$ cat config.mk
export PLATFORM = sky130hd
export DESIGN_NAME = vad_gate_with_preroll_unit
export DESIGN_NICKNAME = d
export VERILOG_FILES = /design/src/sv/vgp_pkg.sv /design/src/sv/vad_gate_with_preroll_unit.sv
export VERILOG_INCLUDE_DIRS = /design/src /design/src/sv
export SDC_FILE = /design/constraint.sdc
export NUM_CORES = 1
export LEC_CHECK = 0
export BUFFER_PORTS_ARGS = -buffer_cell sky130_fd_sc_hd__buf_2
export CAP_MARGIN = 15
export CORE_MARGIN = 3
export CORE_UTILIZATION = 35
export DETAILED_ROUTE_END_ITERATION = 8
export SLEW_MARGIN = 30
export SYNTH_ARGS = -nofsm -noshare
export SYNTH_HDL_FRONTEND = slang
export SYNTH_SLANG_ARGS = --single-unit
$ cat constraint.sdc
create_clock -name clock -period 9.97 [get_ports clock]
set_input_delay 2.4925 -clock clock [delete_from_list [all_inputs] [get_ports clock]]
set_output_delay 2.4925 -clock clock [all_outputs]
set_load 0.05 [all_outputs]
$ cat src/sv/vad_gate_with_preroll_unit_defines.svh
// Assertion macros for the voice gate.
`ifndef VAD_GATE_WITH_PREROLL_UNIT_DEFINES_SVH
`define VAD_GATE_WITH_PREROLL_UNIT_DEFINES_SVH

`ifndef ASSERT_OFF
`define VGP_ASSERT(label, clk, rst, prop, msg) \
   label: assert property (@(posedge clk) disable iff (rst) prop) else $error(msg);
`define VGP_ASSERT_NEVER(label, clk, rst, cond, msg) \
   label: assert property (@(posedge clk) disable iff (rst) !(cond)) else $error(msg);
`else
`define VGP_ASSERT(label, clk, rst, prop, msg)
`define VGP_ASSERT_NEVER(label, clk, rst, cond, msg)
`endif

`endif

$ cat src/sv/vgp_pkg.sv
`timescale 1ns / 1ps
`default_nettype none

package vgp_pkg;

   localparam int SAMPLE_W = 16;
   localparam int MAG_W    = 15;
   localparam int NOW_W    = 32;
   localparam int THR_W    = 16;
   localparam int DEB_W    = 16;
   localparam int HOLD_W   = 31;
   localparam int SLOT_W   = 3;
   localparam int CSR_IDX_W  = 2;
   localparam int CSR_DATA_W = 32;

   typedef logic [1:0] send_src_type;

   localparam send_src_type SRC_NONE    = 2'd0;
   localparam send_src_type SRC_LIVE    = 2'd1;
   localparam send_src_type SRC_PREROLL = 2'd2;
   localparam send_src_type SRC_BACKLOG = 2'd3;

   typedef logic [CSR_IDX_W-1:0] csr_idx_type;

   localparam csr_idx_type CSR_THRESHOLD = 2'd0;
   localparam csr_idx_type CSR_DEBOUNCE  = 2'd1;
   localparam csr_idx_type CSR_HOLD      = 2'd2;

   localparam logic [THR_W-1:0]  THRESHOLD_RESET = 16'd1000;
   localparam logic [DEB_W-1:0]  DEBOUNCE_RESET  = 16'd2;
   localparam logic [HOLD_W-1:0] HOLD_RESET      = 31'd4000;

   localparam logic [DEB_W-1:0] STREAK_MAX = 16'hFFFF;

endpackage

`default_nettype wire

$ cat src/sv/vad_gate_with_preroll_unit.sv
`timescale 1ns / 1ps
`default_nettype none
`include "vad_gate_with_preroll_unit_defines.svh"

// Energy voice gate with debounce, silence hangover and pre-roll replay. One PCM
// sample is taken per clock while req_stall is low; its magnitude goes into a frame
// accumulator at once. The sample flagged frame_last closes the frame and produces
// exactly one result through three registers: frame capture, threshold product,
// then the voiced test and gate update into the result register. Frame ends may
// follow each other in every cycle; the accumulator's single add sets the rate of
// one sample per cycle. Each result carries slot commands for an external frame
// store (pre-roll ring and live backlog FIFO) and the gate state after that frame.
// Register reset values: voice threshold 1000, debounce 2 frames, hold 4000 ms.
// Configure only while idle.
module vad_gate_with_preroll_unit #(
   parameter int PREROLL_SLOTS     = 8,
   parameter int BACKLOG_SLOTS     = 8,
   parameter int MAX_FRAME_SAMPLES = 2048
) (
   input  wire                                 clock,
   input  wire                                 reset,

   input  wire                                 req_valid,
   output logic                                req_stall,
   input  wire  signed [vgp_pkg::SAMPLE_W-1:0] req_sample,
   input  wire                                 req_frame_last,
   input  wire         [vgp_pkg::NOW_W-1:0]    req_now_ms,
   input  wire                                 req_wake_event,

   output logic                                rsp_valid,
   input  wire                                 rsp_stall,
   output logic                                rsp_store_preroll,
   output logic        [vgp_pkg::SLOT_W-1:0]   rsp_preroll_write_slot,
   output logic                                rsp_backlog_write,
   output logic        [vgp_pkg::SLOT_W-1:0]   rsp_backlog_write_slot,
   output vgp_pkg::send_src_type               rsp_send_source,
   output logic        [vgp_pkg::SLOT_W-1:0]   rsp_send_slot,
   output logic                                rsp_recording,
   output logic                                rsp_sleeping,
   output logic                                rsp_overflow,

   input  wire                                 csr_valid,
   output logic                                csr_ready,
   input  wire  vgp_pkg::csr_idx_type          csr_index,
   input  wire         [vgp_pkg::CSR_DATA_W-1:0] csr_data
);

   localparam int CNT_W  = $clog2(MAX_FRAME_SAMPLES + 1);
   localparam int SUM_W  = CNT_W + vgp_pkg::MAG_W;
   localparam int PROD_W = CNT_W + vgp_pkg::THR_W;
   localparam int PP_W   = (PREROLL_SLOTS > 1) ? $clog2(PREROLL_SLOTS) : 1;
   localparam int BP_W   = (BACKLOG_SLOTS > 1) ? $clog2(BACKLOG_SLOTS) : 1;
   localparam int PF_W   = $clog2(PREROLL_SLOTS + 1);
   localparam int BF_W   = $clog2(BACKLOG_SLOTS + 1);
   localparam int RMAX   = (PREROLL_SLOTS < BACKLOG_SLOTS) ? PREROLL_SLOTS : BACKLOG_SLOTS;
   localparam int RP_W   = $clog2(RMAX + 1);

   logic [vgp_pkg::THR_W-1:0]  thr_ff;
   logic [vgp_pkg::DEB_W-1:0]  deb_ff;
   logic [vgp_pkg::HOLD_W-1:0] hold_ff;

   logic                       out_free;
   logic                       b_free;
   logic                       a_free;
   logic                       req_fire;
   logic [vgp_pkg::SAMPLE_W-1:0] raw;
   logic [vgp_pkg::SAMPLE_W-1:0] mag;
   logic                       take;
   logic [SUM_W-1:0]           sum_add;
   logic [CNT_W-1:0]           cnt_add;

   logic [SUM_W-1:0]           sum_ff;
   logic [CNT_W-1:0]           cnt_ff;

   logic                       a_v_ff;
   logic [SUM_W-1:0]           a_sum_ff;
   logic [CNT_W-1:0]           a_cnt_ff;
   logic [vgp_pkg::NOW_W-1:0]  a_now_ff;
   logic                       a_wake_ff;

   logic                       b_v_ff;
   logic [SUM_W-1:0]           b_sum_ff;
   logic [PROD_W-1:0]          b_prod_ff;
   logic [vgp_pkg::NOW_W-1:0]  b_now_ff;
   logic                       b_wake_ff;

   logic                       rec_ff, rec_in;
   logic                       slp_ff, slp_in;
   logic [vgp_pkg::DEB_W-1:0]  streak_ff, streak_in;
   logic [vgp_pkg::NOW_W-1:0]  lvt_ff, lvt_in;
   logic [PP_W-1:0]            pwp_ff, pwp_in;
   logic [PF_W-1:0]            pfill_ff, pfill_in;
   logic [PP_W-1:0]            rrp_ff, rrp_in;
   logic [RP_W-1:0]            pend_ff, pend_in;
   logic [BP_W-1:0]            brp_ff, brp_in;
   logic [BP_W-1:0]            bwp_ff, bwp_in;
   logic [BF_W-1:0]            bfill_ff, bfill_in;

   logic                       voiced;
   logic [vgp_pkg::NOW_W-1:0]  dt;
   logic [PF_W-1:0]            n_replay;
   logic [PP_W:0]              rstart;

   logic                       o_store;
   logic [vgp_pkg::SLOT_W-1:0] o_pslot;
   logic                       o_bw;
   logic [vgp_pkg::SLOT_W-1:0] o_bslot;
   vgp_pkg::send_src_type      o_src;
   logic [vgp_pkg::SLOT_W-1:0] o_sslot;
   logic                       o_ovf;

   assign csr_ready = 1'b1;

   always_ff @(posedge clock) begin
      if (reset) begin
         thr_ff  <= vgp_pkg::THRESHOLD_RESET;
         deb_ff  <= vgp_pkg::DEBOUNCE_RESET;
         hold_ff <= vgp_pkg::HOLD_RESET;
      end else if (csr_valid && csr_ready) begin
         case (csr_index)
            vgp_pkg::CSR_THRESHOLD: thr_ff  <= csr_data[vgp_pkg::THR_W-1:0];
            vgp_pkg::CSR_DEBOUNCE:  deb_ff  <= csr_data[vgp_pkg::DEB_W-1:0];
            vgp_pkg::CSR_HOLD:      hold_ff <= csr_data[vgp_pkg::HOLD_W-1:0];
            default: ;
         endcase
      end
   end

   assign out_free  = !rsp_valid || !rsp_stall;
   assign b_free    = !b_v_ff || out_free;
   assign a_free    = !a_v_ff || b_free;
   assign req_stall = !a_free;
   assign req_fire  = req_valid && !req_stall;

   assign raw     = req_sample;
   assign mag     = raw[vgp_pkg::SAMPLE_W-1] ? (~raw + 16'd1) : raw;
   assign take    = cnt_ff < CNT_W'(MAX_FRAME_SAMPLES);
   assign sum_add = take ? (sum_ff + SUM_W'(mag)) : sum_ff;
   assign cnt_add = take ? (cnt_ff + CNT_W'(1)) : cnt_ff;

   // accumulate; close the frame on the flagged sample
   always_ff @(posedge clock) begin
      if (reset) begin
         sum_ff <= '0;
         cnt_ff <= '0;
      end else if (req_fire) begin
         if (req_frame_last) begin
            sum_ff <= '0;
            cnt_ff <= '0;
         end else begin
            sum_ff <= sum_add;
            cnt_ff <= cnt_add;
         end
      end
   end

   always_ff @(posedge clock) begin
      if (reset) begin
         a_v_ff <= 1'b0;
      end else if (a_free) begin
         a_v_ff <= req_fire && req_frame_last;
      end
   end

   always_ff @(posedge clock) begin
      if (a_free) begin
         a_sum_ff  <= sum_add;
         a_cnt_ff  <= cnt_add;
         a_now_ff  <= req_now_ms;
         a_wake_ff <= req_wake_event;
      end
   end

   always_ff @(posedge clock) begin
      if (reset) begin
         b_v_ff <= 1'b0;
      end else if (b_free) begin
         b_v_ff <= a_v_ff;
      end
   end

   always_ff @(posedge clock) begin
      if (b_free) begin
         b_sum_ff  <= a_sum_ff;
         b_prod_ff <= PROD_W'(thr_ff) * PROD_W'(a_cnt_ff);
         b_now_ff  <= a_now_ff;
         b_wake_ff <= a_wake_ff;
      end
   end

   assign voiced   = PROD_W'(b_sum_ff) >= b_prod_ff;
   assign dt       = b_now_ff - lvt_ff;
   assign n_replay = (pfill_ff > PF_W'(RMAX)) ? PF_W'(RMAX) : pfill_ff;
   assign rstart   = {1'b0, pwp_ff} + (PP_W + 1)'(PREROLL_SLOTS) - (PP_W + 1)'(n_replay);

   always_comb begin
      rec_in    = rec_ff;
      slp_in    = slp_ff;
      streak_in = streak_ff;
      lvt_in    = lvt_ff;
      pwp_in    = pwp_ff;
      pfill_in  = pfill_ff;
      rrp_in    = rrp_ff;
      pend_in   = pend_ff;
      brp_in    = brp_ff;
      bwp_in    = bwp_ff;
      bfill_in  = bfill_ff;
      o_store   = 1'b0;
      o_pslot   = '0;
      o_bw      = 1'b0;
      o_bslot   = '0;
      o_src     = vgp_pkg::SRC_NONE;
      o_sslot   = '0;
      o_ovf     = 1'b0;

      if (b_wake_ff) begin
         streak_in = '0;
         lvt_in    = b_now_ff;
         rec_in    = 1'b0;
      end

      if (voiced) begin
         lvt_in = b_now_ff;
         if (!rec_in) begin
            if (streak_in != vgp_pkg::STREAK_MAX) begin
               streak_in = streak_in + 16'd1;
            end
            if (streak_in >= deb_ff) begin
               if (pfill_ff != '0) begin
                  rrp_in   = (rstart >= (PP_W + 1)'(PREROLL_SLOTS))
                           ? PP_W'(rstart - (PP_W + 1)'(PREROLL_SLOTS)) : PP_W'(rstart);
                  pend_in  = RP_W'(n_replay);
                  pwp_in   = '0;
                  pfill_in = '0;
               end
               rec_in = 1'b1;
               slp_in = 1'b0;
            end
         end
      end else begin
         streak_in = '0;
         if (rec_in && !dt[vgp_pkg::NOW_W-1] && (dt[vgp_pkg::HOLD_W-1:0] >= hold_ff)) begin
            rec_in   = 1'b0;
            slp_in   = 1'b1;
            pwp_in   = '0;
            pfill_in = '0;
            rrp_in   = '0;
            pend_in  = '0;
            brp_in   = '0;
            bwp_in   = '0;
            bfill_in = '0;
         end
      end

      if (!rec_in) begin
         o_store = 1'b1;
         o_pslot = vgp_pkg::SLOT_W'(pwp_in);
         pwp_in  = (pwp_in == PP_W'(PREROLL_SLOTS - 1)) ? '0 : pwp_in + PP_W'(1);
         if (pfill_in < PF_W'(PREROLL_SLOTS)) begin
            pfill_in = pfill_in + PF_W'(1);
         end
      end else if (pend_in != '0) begin
         if (bfill_in >= BF_W'(BACKLOG_SLOTS)) begin
            o_ovf = 1'b1;
         end else begin
            o_bw     = 1'b1;
            o_bslot  = vgp_pkg::SLOT_W'(bwp_in);
            bwp_in   = (bwp_in == BP_W'(BACKLOG_SLOTS - 1)) ? '0 : bwp_in + BP_W'(1);
            bfill_in = bfill_in + BF_W'(1);
            o_src    = vgp_pkg::SRC_PREROLL;
            o_sslot  = vgp_pkg::SLOT_W'(rrp_in);
            rrp_in   = (rrp_in == PP_W'(PREROLL_SLOTS - 1)) ? '0 : rrp_in + PP_W'(1);
            pend_in  = pend_in - RP_W'(1);
         end
      end else if (bfill_in != '0) begin
         // drain one, then push the live frame into the freed place
         o_src   = vgp_pkg::SRC_BACKLOG;
         o_sslot = vgp_pkg::SLOT_W'(brp_in);
         brp_in  = (brp_in == BP_W'(BACKLOG_SLOTS - 1)) ? '0 : brp_in + BP_W'(1);
         o_bw    = 1'b1;
         o_bslot = vgp_pkg::SLOT_W'(bwp_in);
         bwp_in  = (bwp_in == BP_W'(BACKLOG_SLOTS - 1)) ? '0 : bwp_in + BP_W'(1);
      end else begin
         o_src = vgp_pkg::SRC_LIVE;
      end
   end

   always_ff @(posedge clock) begin
      if (reset) begin
         rec_ff    <= 1'b0;
         slp_ff    <= 1'b0;
         streak_ff <= '0;
         lvt_ff    <= '0;
         pwp_ff    <= '0;
         pfill_ff  <= '0;
         rrp_ff    <= '0;
         pend_ff   <= '0;
         brp_ff    <= '0;
         bwp_ff    <= '0;
         bfill_ff  <= '0;
      end else if (out_free && b_v_ff) begin
         rec_ff    <= rec_in;
         slp_ff    <= slp_in;
         streak_ff <= streak_in;
         lvt_ff    <= lvt_in;
         pwp_ff    <= pwp_in;
         pfill_ff  <= pfill_in;
         rrp_ff    <= rrp_in;
         pend_ff   <= pend_in;
         brp_ff    <= brp_in;
         bwp_ff    <= bwp_in;
         bfill_ff  <= bfill_in;
      end
   end

   always_ff @(posedge clock) begin
      if (reset) begin
         rsp_valid <= 1'b0;
      end else if (out_free) begin
         rsp_valid <= b_v_ff;
      end
   end

   always_ff @(posedge clock) begin
      if (out_free && b_v_ff) begin
         rsp_store_preroll      <= o_store;
         rsp_preroll_write_slot <= o_pslot;
         rsp_backlog_write      <= o_bw;
         rsp_backlog_write_slot <= o_bslot;
         rsp_send_source        <= o_src;
         rsp_send_slot          <= o_sslot;
         rsp_recording          <= rec_in;
         rsp_sleeping           <= slp_in;
         rsp_overflow           <= o_ovf;
      end
   end

   `VGP_ASSERT_NEVER(a_bfill_bound, clock, reset, bfill_ff > BF_W'(BACKLOG_SLOTS), "backlog fill beyond depth")
   `VGP_ASSERT_NEVER(a_rec_slp, clock, reset, rec_ff && slp_ff, "recording and sleeping at once")
   `VGP_ASSERT(a_rec_no_preroll, clock, reset, rec_ff |-> (pfill_ff == '0), "pre-roll filled while recording")
   `VGP_ASSERT(a_replay_pushes, clock, reset, (rsp_valid && (rsp_send_source == vgp_pkg::SRC_PREROLL)) |-> rsp_backlog_write, "replay without backlog write")

endmodule

`default_nettype wire
# --- Word level (Yosys, flattened, before mapping) ---
# Cells that the tools add are included.
totals:
  reg_bits: 355
  output_inout_bits: 19
  wordCells: 179
op_classes:
  add_sub_neg: 15
  mul: 1
  magnitude_cmp: 8
  n_eq_ne: 7
  muxes: 87
  bitwise_logic: 1
  reduce_logical: 24
op_table:
  columns: ["op", "n"]
  rows:
  - ["$mux 16", 7]
  - ["$mux 3", 36]
  - ["$mux 4", 21]
  - ["$mux 32", 2]
  - ["$mux 27", 2]
  - ["$add 16x1->16 const B", 2]
  - ["$sub 32x32->32", 1]
  - ["$ge 31x31->1", 1]
  - ["$ge 27x28->1", 1]
  - ["$mul 16x12->28", 1]
  - ["$add 27x16->27", 1]
  - ["$mux 12", 2]
  - ["$ge 16x16->1", 1]
  - ["$ne 16x16->1 const B", 1]
  - ["$not 16->16", 1]
  - ["$mux 1", 14]
  - ["$add 12x1->12 const B", 1]
  - ["$add 3x1->3 const B", 4]
  - ["$eq 3x3->1 const B", 4]
  - ["$lt 12x12->1 const B", 1]
  - ["$reduce_bool 4->1", 3]
  - ["$reduce_and 2->1", 5]
  - ["$add 4x1->4 const B", 2]
  - ["$ge 4x4->1 const B", 2]
  - ["other kinds (14)", 27]

# --- Longest topological paths before layout ---
# Gate-level depths: netlist (run 1).
depth:
  depth_word: 14
  depth_mapped: 31

# --- Least setup slack after synthesis (run 1) ---
# Ideal clock, no wire load.
synth_timing:
  path_type: "input to output"
  startpoint: "in rsp_stall"
  endpoint: "out req_stall"
  arrival_ns: 5.709
  path_slack_ns: 1.768
  cell_stages: 3
  n_path_buf: 1
  path_cell_list: "nand4_1 clkbuf_1 inv_1"
synth_between:
  elab_chain_len: 5
synth_rtl:
  columns: ["element", "line", "rtl"]
  rows:
  - ["start: declaration", "vad_gate_with_preroll_unit.sv:31", "input wire rsp_stall,"]
  - ["$logic_not 1->1", "vad_gate_with_preroll_unit.sv:129", "assign out_free = !rsp_valid || !rsp_stall;"]
  - ["$logic_or 1x1->1", "vad_gate_with_preroll_unit.sv:129", null]
  - ["$logic_or 1x1->1", "vad_gate_with_preroll_unit.sv:130", "assign b_free = !b_v_ff || out_free;"]
  - ["$logic_or 1x1->1", "vad_gate_with_preroll_unit.sv:131", "assign a_free = !a_v_ff || b_free;"]
  - ["$logic_not 1->1", "vad_gate_with_preroll_unit.sv:132", "assign req_stall = !a_free;"]
  - ["end: declaration", "vad_gate_with_preroll_unit.sv:24", "output logic req_stall,"]
# Every way passes these cells.

# --- Worst setup path after layout (run 1) ---
layout_timing:
  startpoint: "reg b_now_ff[0] (netlist name)"
  endpoint: "reg bwp_ff[1]"
layout_between:
  elab_chain_len: 11
  elab_cells_between_ends: 23
  classes_between: "2 x add/sub; 2 x order compare; 1 x eq/ne; 13 x mux; 5 x reduce/logical"
layout_rtl:
  columns: ["element", "line", "rtl"]
  rows:
  - ["start: declaration", "vad_gate_with_preroll_unit.sv:84", "logic [vgp_pkg::NOW_W-1:0] b_now_ff;"]
  - ["start signal: assignment", "vad_gate_with_preroll_unit.sv:186", "b_now_ff <= a_now_ff;"]
  - ["$sub 32x32->32 (*)", "vad_gate_with_preroll_unit.sv:192", "assign dt = b_now_ff - lvt_ff;"]
  - ["parallel branches: the longest is 2 deep, another holds $ge 31x31->1", null, null]
  - ["$logic_and 1x1->1 (*)", "vad_gate_with_preroll_unit.sv:242", "if (rec_in && !dt[vgp_pkg::NOW_W-1] && (dt[vgp_pkg::HOLD_W-1:0] >= hold_ff)) begin"]
  - ["$mux 3", "vad_gate_with_preroll_unit.sv:242", null]
  - ["$mux 3", "vad_gate_with_preroll_unit.sv:222", "if (voiced) begin"]
  - ["$add 3x1->3 or $eq 3x3->1 (tied branches)", "vad_gate_with_preroll_unit.sv:268, vad_gate_with_preroll_unit.sv:282", null]
  - ["$mux 3", "vad_gate_with_preroll_unit.sv:268, vad_gate_with_preroll_unit.sv:282", null]
  - ["$mux 3 (on tied branches)", "vad_gate_with_preroll_unit.sv:275, vad_gate_with_preroll_unit.sv:263", null]
  - ["$mux 3", "vad_gate_with_preroll_unit.sv:262", "end else if (pend_in != '0) begin"]
  - ["$mux 3 (*)", "vad_gate_with_preroll_unit.sv:255", "if (!rec_in) begin"]
  - ["end signal: assignment", "vad_gate_with_preroll_unit.sv:311", "bwp_ff <= bwp_in;"]
  - ["end: declaration", "vad_gate_with_preroll_unit.sv:96", "logic [BP_W-1:0] bwp_ff, bwp_in;"]
# Mark *: on every way between the ends.
# A chain may end at the register's enable or synchronous reset.

==> flow_results.org, run 1 <==
** Floorplan
- Initial standard-cell utilization of the core :: 35.4%
- Core region area :: 0.0673 mm²
- Full die area :: 0.0712 mm²
- Die width :: 267 µm
- In this run the count of I/O pins placed on the die edge is 108.
- The die is 267 µm tall.
- Site Rows :: 95

** Synth
- Cell count after synthesis :: 2567
- Post-synthesis average cell area :: 9.28 µm²
- After synthesis, the netlist uses 82 different library cells.
- Total nets after synthesis :: 3002
- Summing every instance area after synthesis gives 0.0238 mm².
- After synthesis, the share of flip-flops with an asynchronous set or reset is 0%.
- Most common cell in the synthesized netlist :: sky130_fd_sc_hd__nand2_1
- Seq cells post-synth :: 354
- For this run, the leading register cell type out of synthesis is sky130_fd_sc_hd__dfxtp_1.
- Synth area leaders :: sky130_fd_sc_hd__edfxtp_1 22%, sky130_fd_sc_hd__dfxtp_1 15%, sky130_fd_sc_hd__fa_1 12%
- The synthesized design devotes to its leading area cell type 22.1% of total area.
- Synthesis Warnings :: 0
- The largest total area in the synthesized netlist belongs to sky130_fd_sc_hd__edfxtp_1.
- Commonest cells post-synth :: 437 x sky130_fd_sc_hd__nand2_1, 295 x sky130_fd_sc_hd__inv_1, 208 x sky130_fd_sc_hd__a21oi_1
- Sequential-to-total area share from yosys stat :: 37.1%
- Number of enable-type register cells in the synthesized netlist :: 175

** Clock network
- The number of gates resized after CTS was 0.
- In this run, post-CTS hold repair placed 0 buffers.
- Clock-pin slew was measured on the worst setup and hold paths at 0.06 ns.
- The H-tree generated during clock tree synthesis spans 2 levels.
- Clock Tree Buf Depth :: 3
- The later pin in the worst-skew pair is clocked with a latency of 0.57 ns.
- Counting every sink on the clock net gives 354.
- Buffers added to address setup during post-CTS repair amount to 0.
- TritonCTS built the clock tree.
- TritonCTS created 41 clock buffers.
- The tree is rooted in a sky130_fd_sc_hd__clkbuf_16.

** Critical path
- In this design, the stage delay of the slowest critical-path cell is 0.73 ns.
- The setup path with the least slack is of type reg2reg.
- STA classifies the critical path endpoint as a flip-flop.
- Of all nets on the critical path, the largest fanout is 11.
- Cell with the largest stage delay on the worst path :: sky130_fd_sc_hd__a211oi_2
- Required time at the worst-slack endpoint :: 10.39 ns
- CP Data Arrival Time :: 8.11 ns
- The worst setup path is launched from a flip-flop.

** Finish
- The final layout contains 3063 nets.
- Area overhead of the layout relative to synthesis :: 11.5%
- Cells with a size suffix above 1 make up 8.31% of the layout.
- Post-layout utilization of the core :: 39.5%

** GRT
- Gr ovfl total :: 0
- The first global-routing pass estimated 91700 µm of wire.
- Number of global-route vias before repair :: 18.1k
- Antenna violations before repair :: 3
- Global routing used 15.7% of the available tracks across all layers.
- Entering global routing, the biggest net connects 96 pins.

** Route
- Count of antenna-violating nets left after detailed routing :: 0
- Drt first pass iters :: 5
- After detailed routing, the average wire length per cell comes to 15.7 µm.
- Via/cell ratio :: 5.08
- After the first detailed-routing iteration, the DRC count stood at 955.
- Wire length reported by the detailed router :: 55700 µm
- Summing over every cut layer, the via total after detailed routing is 18.0k.
- After detailed routing, the number of remaining DRC violations is 0.

** STA
- The number of max-slew violations in the final report came to 0.
- Across all hold checks on the routed design, the worst slack comes to 0.414 ns.
- Of the available clock period, the critical path in the final layout requires 77.1%.
- For the pin with the worst max-slew slack, the measured transition is 0.962 ns.
- Total count of hold-check failures in the final report :: 0
- The clock arrives with 0.0301 ns of skew.
- Max Clk Rate :: 130 MHz
- Setup total negative slack on the finished layout was measured at 0 ns.
- Final critical delay including setup and external delays :: 7.69 ns
- Worst-case headroom to the max-slew limit :: 35.6%
- Setup repair after global routing left no endpoint under its margin.
- Final setup viols :: 0

** Pwr
- Across the VDD grid, the largest voltage drop is 0.140 mV.
- Pwr dens :: 138 mW/mm²
- Standby leakage power :: 0.0113 µW

** Placement
- Half-perimeter wire length after placement :: 40900 µm
- Input/output buffers :: 105
- At the end of routability-driven placement, the weighted congestion stood at 0.894.

** Hold path
- The path class of the tightest hold or removal check is reg2reg.

** Outcome
- Outcome :: finished, final reports clean

** Run
- Max-cap violations in this run came to 0.
## cell usage in the layout, fill, tap and decap left out, types with 19 or more instances in the layout
cell | Yosys | routed
sky130_fd_sc_hd__nand2_1 | 437 | 437
sky130_fd_sc_hd__inv_1 | 295 | 295
sky130_fd_sc_hd__a21oi_1 | 208 | 207
sky130_fd_sc_hd__ha_1 | 203 | 203
sky130_fd_sc_hd__dfxtp_1 | 179 | 179
sky130_fd_sc_hd__edfxtp_1 | 175 | 175
sky130_fd_sc_hd__fa_1 | 143 | 143
sky130_fd_sc_hd__nor2_1 | 134 | 133
sky130_fd_sc_hd__buf_2 | 2 | 104
sky130_fd_sc_hd__o21ai_0 | 83 | 83
sky130_fd_sc_hd__xnor2_1 | 81 | 81
sky130_fd_sc_hd__and2_1 | 75 | 75
sky130_fd_sc_hd__nand3_1 | 44 | 43
sky130_fd_sc_hd__clkbuf_16 | 0 | 42
sky130_fd_sc_hd__a22oi_1 | 33 | 33
sky130_fd_sc_hd__a21o_1 | 26 | 26
sky130_fd_sc_hd__nor3_1 | 26 | 26
sky130_fd_sc_hd__xor2_1 | 25 | 25
sky130_fd_sc_hd__nor2b_1 | 21 | 21
sky130_fd_sc_hd__nand4_1 | 21 | 21
sky130_fd_sc_hd__and3_1 | 20 | 20
sky130_fd_sc_hd__a31oi_1 | 19 | 19
## cell families after synthesis
group	share of synthesized area, %
other	0.0157
adder cells (fa/ha/maj)	22.7
multiplexers	0.483
XOR/XNOR	3.90
flip-flops	37.1
AND/OR/NAND/NOR	16.2
buffers and inverters	6.41
AO/OA/AOI/OAI	13.2
## critical path, delay by kind of cell, from the launching register on
kind | cells | cell delay (ns)
flops | 1 | 0.39
mux | 1 | 0.25
compound gates | 16 | 4.67
buf+inv | 1 | 0.07
simple gates | 5 | 1.20
fa+ha+maj | 4 | 0.96
## registers in the layout, indices dropped and copies added (netlist names), 12 cells and up
name and cells:
thr_ff 16, a_cnt_ff 12, lvt_ff 32, hold_ff 31, b_prod_ff 28, cnt_ff 12, sum_ff 27, streak_ff 16
deb_ff 16, a_sum_ff 27, a_now_ff 32, b_sum_ff 27, b_now_ff 32
## routing by layer
| layer | global-route usage, % | vias to the layer above | wire, µm |
|---|---|---|---|
| met3 | 2.04 | 69 | 2160 |
| met4 | 4.92 | 0 | 1260 |
| met5 | 0 | - | 0 |
| met2 | 26.8 | 328 | 26900 |
| met1 | 20.6 | 8749 | 25400 |
| li1 | - | 8809 | - |
## worst paths after layout
kind                     start           end  slack [ns]  cells after the start
setup reg to reg   b_now_ff[0]     bwp_ff[1]        2.28                     27
hold reg to reg   a_now_ff[28]  b_now_ff[28]        0.41                      0
setup / recovery   b_now_ff[0]     bwp_ff[1]        2.28                     27
hold / removal    a_now_ff[28]  b_now_ff[28]        0.41                      0
## metrics by stage
| stage | cell area (µm²) | std cells | setup WS [ns] | power (µW) |
|---|---|---|---|---|
| final | 26600 | 3537 | 2.28 | 3660 |
| after global routing | 26600 | 3537 | 1.64 | 3840 |
| after CTS | 26500 | 3533 | 2.29 | 3710 |
| after detailed placement | 25200 | 3457 | 2.30 | 2180 |
| after global placement | 25200 | 3457 | 2.44 | 2160 |
| after floorplan | 23800 | 2567 | 1.77 | 2030 |
## area by class of cell
type	count	area, µm²
Antenna cell	3	7.51
Clock buffer	50	1100
Clock inverter	26	264
Fill cell	6651	40700
Inverter	297	1110
Multi-Input combinational cell	1813	13500
Sequential cell	354	8840
Tap cell	873	1090
Timing Repair Buffer	121	663
## power by group
| part | leakage [µW] | total (µW) | switching [µW] | internal, µW |
|---|---|---|---|---|
| sequential | 0.00337 | 1660 | 48.4 | 1610 |
| clock | 0.000666 | 1510 | 614 | 898 |
| combinational | 0.00727 | 494 | 298 | 195 |
No activity file was read; power rests on OpenSTA's default activity.
==> run 2: changes to the inputs <==
==> constraint.sdc (replaced) <==
create_clock -name clock -period 7.6 [get_ports clock]
set_input_delay 1.9 -clock clock [delete_from_list [all_inputs] [get_ports clock]]
set_output_delay 1.9 -clock clock [all_outputs]
set_load 0.05 [all_outputs]
==> run 2 against run 1 <==
Cell count grew 0.11%; combinational power up 33%; via count is 0.32% higher; worst hold slack improved by 0.0025 ns; utilization is essentially flat; largest cell class unchanged.
==> flow_results.org, run 2 (synthesis results as in run 1) <==
** Finish
- Share of cells above drive strength 1 :: 8.52% (+0.21 points)
- The count of placed standard cells in the final layout, fillers left out came to 3541 (+0.11%).
- In the final layout, the registers with the most flip-flops are a_now_ff: 32 flops, b_now_ff: 32 flops, lvt_ff: 32 flops.
- Commonest cells after routing, fill and taps aside :: 437 x sky130_fd_sc_hd__nand2_1, 294 x sky130_fd_sc_hd__inv_1, 206 x sky130_fd_sc_hd__a21oi_1, 203 x sky130_fd_sc_hd__ha_1, 179 x sky130_fd_sc_hd__dfxtp_1
- Fill cells :: 6676 (+0.38%)
- Area overhead of the layout relative to synthesis :: 11.5% (about the same)
- Final-stage net count :: 3069 (+0.20%)
- Leading cell type in the layout, fill and taps excluded :: sky130_fd_sc_hd__nand2_1

** Clock network
- Clk pin slew, worst setup/hold paths :: 0.06 ns (about the same)
- The sink count of the clock tree was 354 (unchanged).
- CTS tree :: built
- The total clock buffers created by CTS came to 39 (-4.9%).
- Count of hold buffers inserted by post-cts repair :: 0 (unchanged)
- The buffer levels on the longest clock path was 3 (unchanged).
- Root buffer cell :: sky130_fd_sc_hd__clkbuf_16
- The clock network latency to the later pin of the worst-skew pair came to 0.57 ns (about the same).
- The H-tree depth is 2 (unchanged).
- Setup fix buffers added after clock tree synthesis :: 0 (unchanged)

** Critical path
- Required time at the worst-slack endpoint :: 8.01 ns (-2.38 ns)
- CP startpoint kind :: flip-flop
- The number of logic stages on the critical path including buffering came to 27 (unchanged).
- Family with the most delay on the worst path :: compound AO/OA/AOI/OAI gates
- Cell with the largest stage delay on the worst path :: sky130_fd_sc_hd__or4_1
- The number of buffer and inverter stages on the critical path was 1 (unchanged).
- Critical Path Max Stage Delay :: 0.52 ns (-0.21 ns)
- The most numerous cell type found on the critical path is sky130_fd_sc_hd__ha_1.
- STA classifies the critical path endpoint as a flip-flop.
- CP Data Arrival Time :: 7.45 ns (-0.66 ns)
- The largest fanout on the critical path was 11 (unchanged).
- The number of cells on the worst reg-to-reg path was 27 (unchanged).
- Type of the worst setup path :: reg2reg

** GRT
- The largest net degree at the start of global routing is 75 (-22%).
- Total routing usage reported by global routing :: 16.0% (+0.31 points)
- Number of global-route vias before repair :: 18.5k (+2.2%)
- Gr ovfl total :: 0 (unchanged)
- Antenna violations before repair :: 5 (+2)
- The global-route wire length before repair came to 93600 µm (+2.1%).

** Floorplan
- Chip height :: 267 µm (unchanged)
- The number of standard-cell rows in the floorplan is 95 (unchanged).
- The initial cell density of the core came to 35.4% (unchanged).
- Die width :: 267 µm (unchanged)
- The area of the die is 0.0712 mm² (unchanged).
- Number of top-level pins :: 108 (unchanged)
- Core region area :: 0.0673 mm² (unchanged)

** STA
- Worst-case headroom to the max-slew limit :: 37.1% (+1.5 points)
- The worst setup skew after layout was 0.0287 ns (-0.00140 ns).
- The fmax was 142 MHz (+9.2%).
- The total negative slack is 0 ns (unchanged).
- The period utilization was 92.6% (+15 points).
- The final count of hold timing violations came to 0 (unchanged).
- The pin slew with the least headroom to its limit came to 0.941 ns (-0.0215 ns).
- The number of max-slew violations in the final report was 0 (unchanged).
- Unrepaired setup endpoints after global routing :: false
- The clock period minus worst slack is 7.04 ns (-0.650 ns).
- Final setup viols :: 0 (unchanged)

** Pwr
- Pwr dens :: 177 mW/mm² (+28%)
- Standby leakage power :: 0.0113 µW (about the same)
- The peak supply drop is 0.182 mV (+30%).

** Placement
- The number of port buffers was 105 (unchanged).
- The final RePlAce weighted congestion is 0.863 (-3.5%).
- The total placed cells including tap cells was 3465 (+0.23%).
- The estimated wirelength of the detail-placed design is 42000 µm (+2.6%).

** Route
- The violation count after the first detailed-route iteration was 1010 (+5.8%).
- The routed wirelength normalized by instance count was 15.8 µm (+0.46%).
- Via/cell ratio :: 5.09 (+0.21%)
- Vias after detailed routing :: 18.0k (+0.32%)
- The overall routed net length came to 56000 µm (+0.58%).
- The first-pass detailed-route iteration total came to 5 (unchanged).
- Count of antenna-violating nets left after detailed routing :: 0 (unchanged)
- Post-route DRC violation count :: 0 (unchanged)

** Hold path
- The min-delay analysis places its worst path in the category reg2reg.
- The number of cells on the worst hold path came to 0 (unchanged).

** Outcome
- The run finished with clean final reports.

** Run
- Max Cap Violations :: 0 (unchanged)
## run 2: cell types whose count changed in the layout (fill, tap and decap cells not counted), moves of 2 or more
cell,before,now
sky130_fd_sc_hd__buf_4,14,24
sky130_fd_sc_hd__bufinv_16,4,2
sky130_fd_sc_hd__clkbuf_1,6,8
sky130_fd_sc_hd__clkbuf_16,42,40
sky130_fd_sc_hd__clkinv_16,0,2
sky130_fd_sc_hd__clkinv_2,9,7
## run 2: path summary, 6_finish.rpt
kind / from / endpoint / slack (ns)
setup / recovery: b_now_ff[0] / bwp_ff[1] / 0.56
hold / removal: a_now_ff[16] / b_now_ff[16] / 0.42
setup reg to reg: b_now_ff[0] / bwp_ff[1] / 0.56
hold reg to reg: a_now_ff[16] / b_now_ff[16] / 0.42
## run 2: cell type report
| cell class | instances | area (µm²) | area share, % |
|---|---|---|---|
| Antenna cell | 3 | 7.51 | 0.0283 |
| Clock buffer | 49 | 1040 | 3.93 |
| Clock inverter | 23 | 234 | 0.881 |
| Inverter | 297 | 1110 | 4.20 |
| Multi-Input combinational cell | 1813 | 13500 | 50.9 |
| Sequential cell | 354 | 8840 | 33.3 |
| Tap cell | 873 | 1090 | 4.11 |
| Timing Repair Buffer | 129 | 712 | 2.68 |
## run 2: per-layer routing
metal	routed length, µm	share of wire [%]	GRT usage, %	vias to the layer above
met5	31	0.055	0	-
met4	1590	2.8	5.36	4
met3	2320	4.1	2.03	90
met2	27000	48	27.2	372
met1	25100	45	21.0	8721
li1	-	-	-	8826
## run 2: power breakdown
group          switching (µW)  total, µW  internal, µW
Sequential               61.2       2170          2110
Combinational             397        656           258
Clock                     809       1870          1060
## run 2: what timing repair did
item                                    CTS  global route
endpoints found under the setup margin    0             6
resized for setup                         0             3
hold endpoints to repair                  0             0
## run 2: stage by stage
stage	hold slack (ns)	util [%]	area (µm²)	setup slack [ns]	total power (µW)
floorplan	0.400	-	23800	0.583	2660
global placement	0.403	37.5	25200	0.514	2830
detailed placement	0.405	37.5	25200	0.378	2860
CTS	0.418	39.4	26500	0.333	4760
global route	0.423	39.5	26600	0.0858	4930
finish	0.416	39.5	26600	0.562	4700
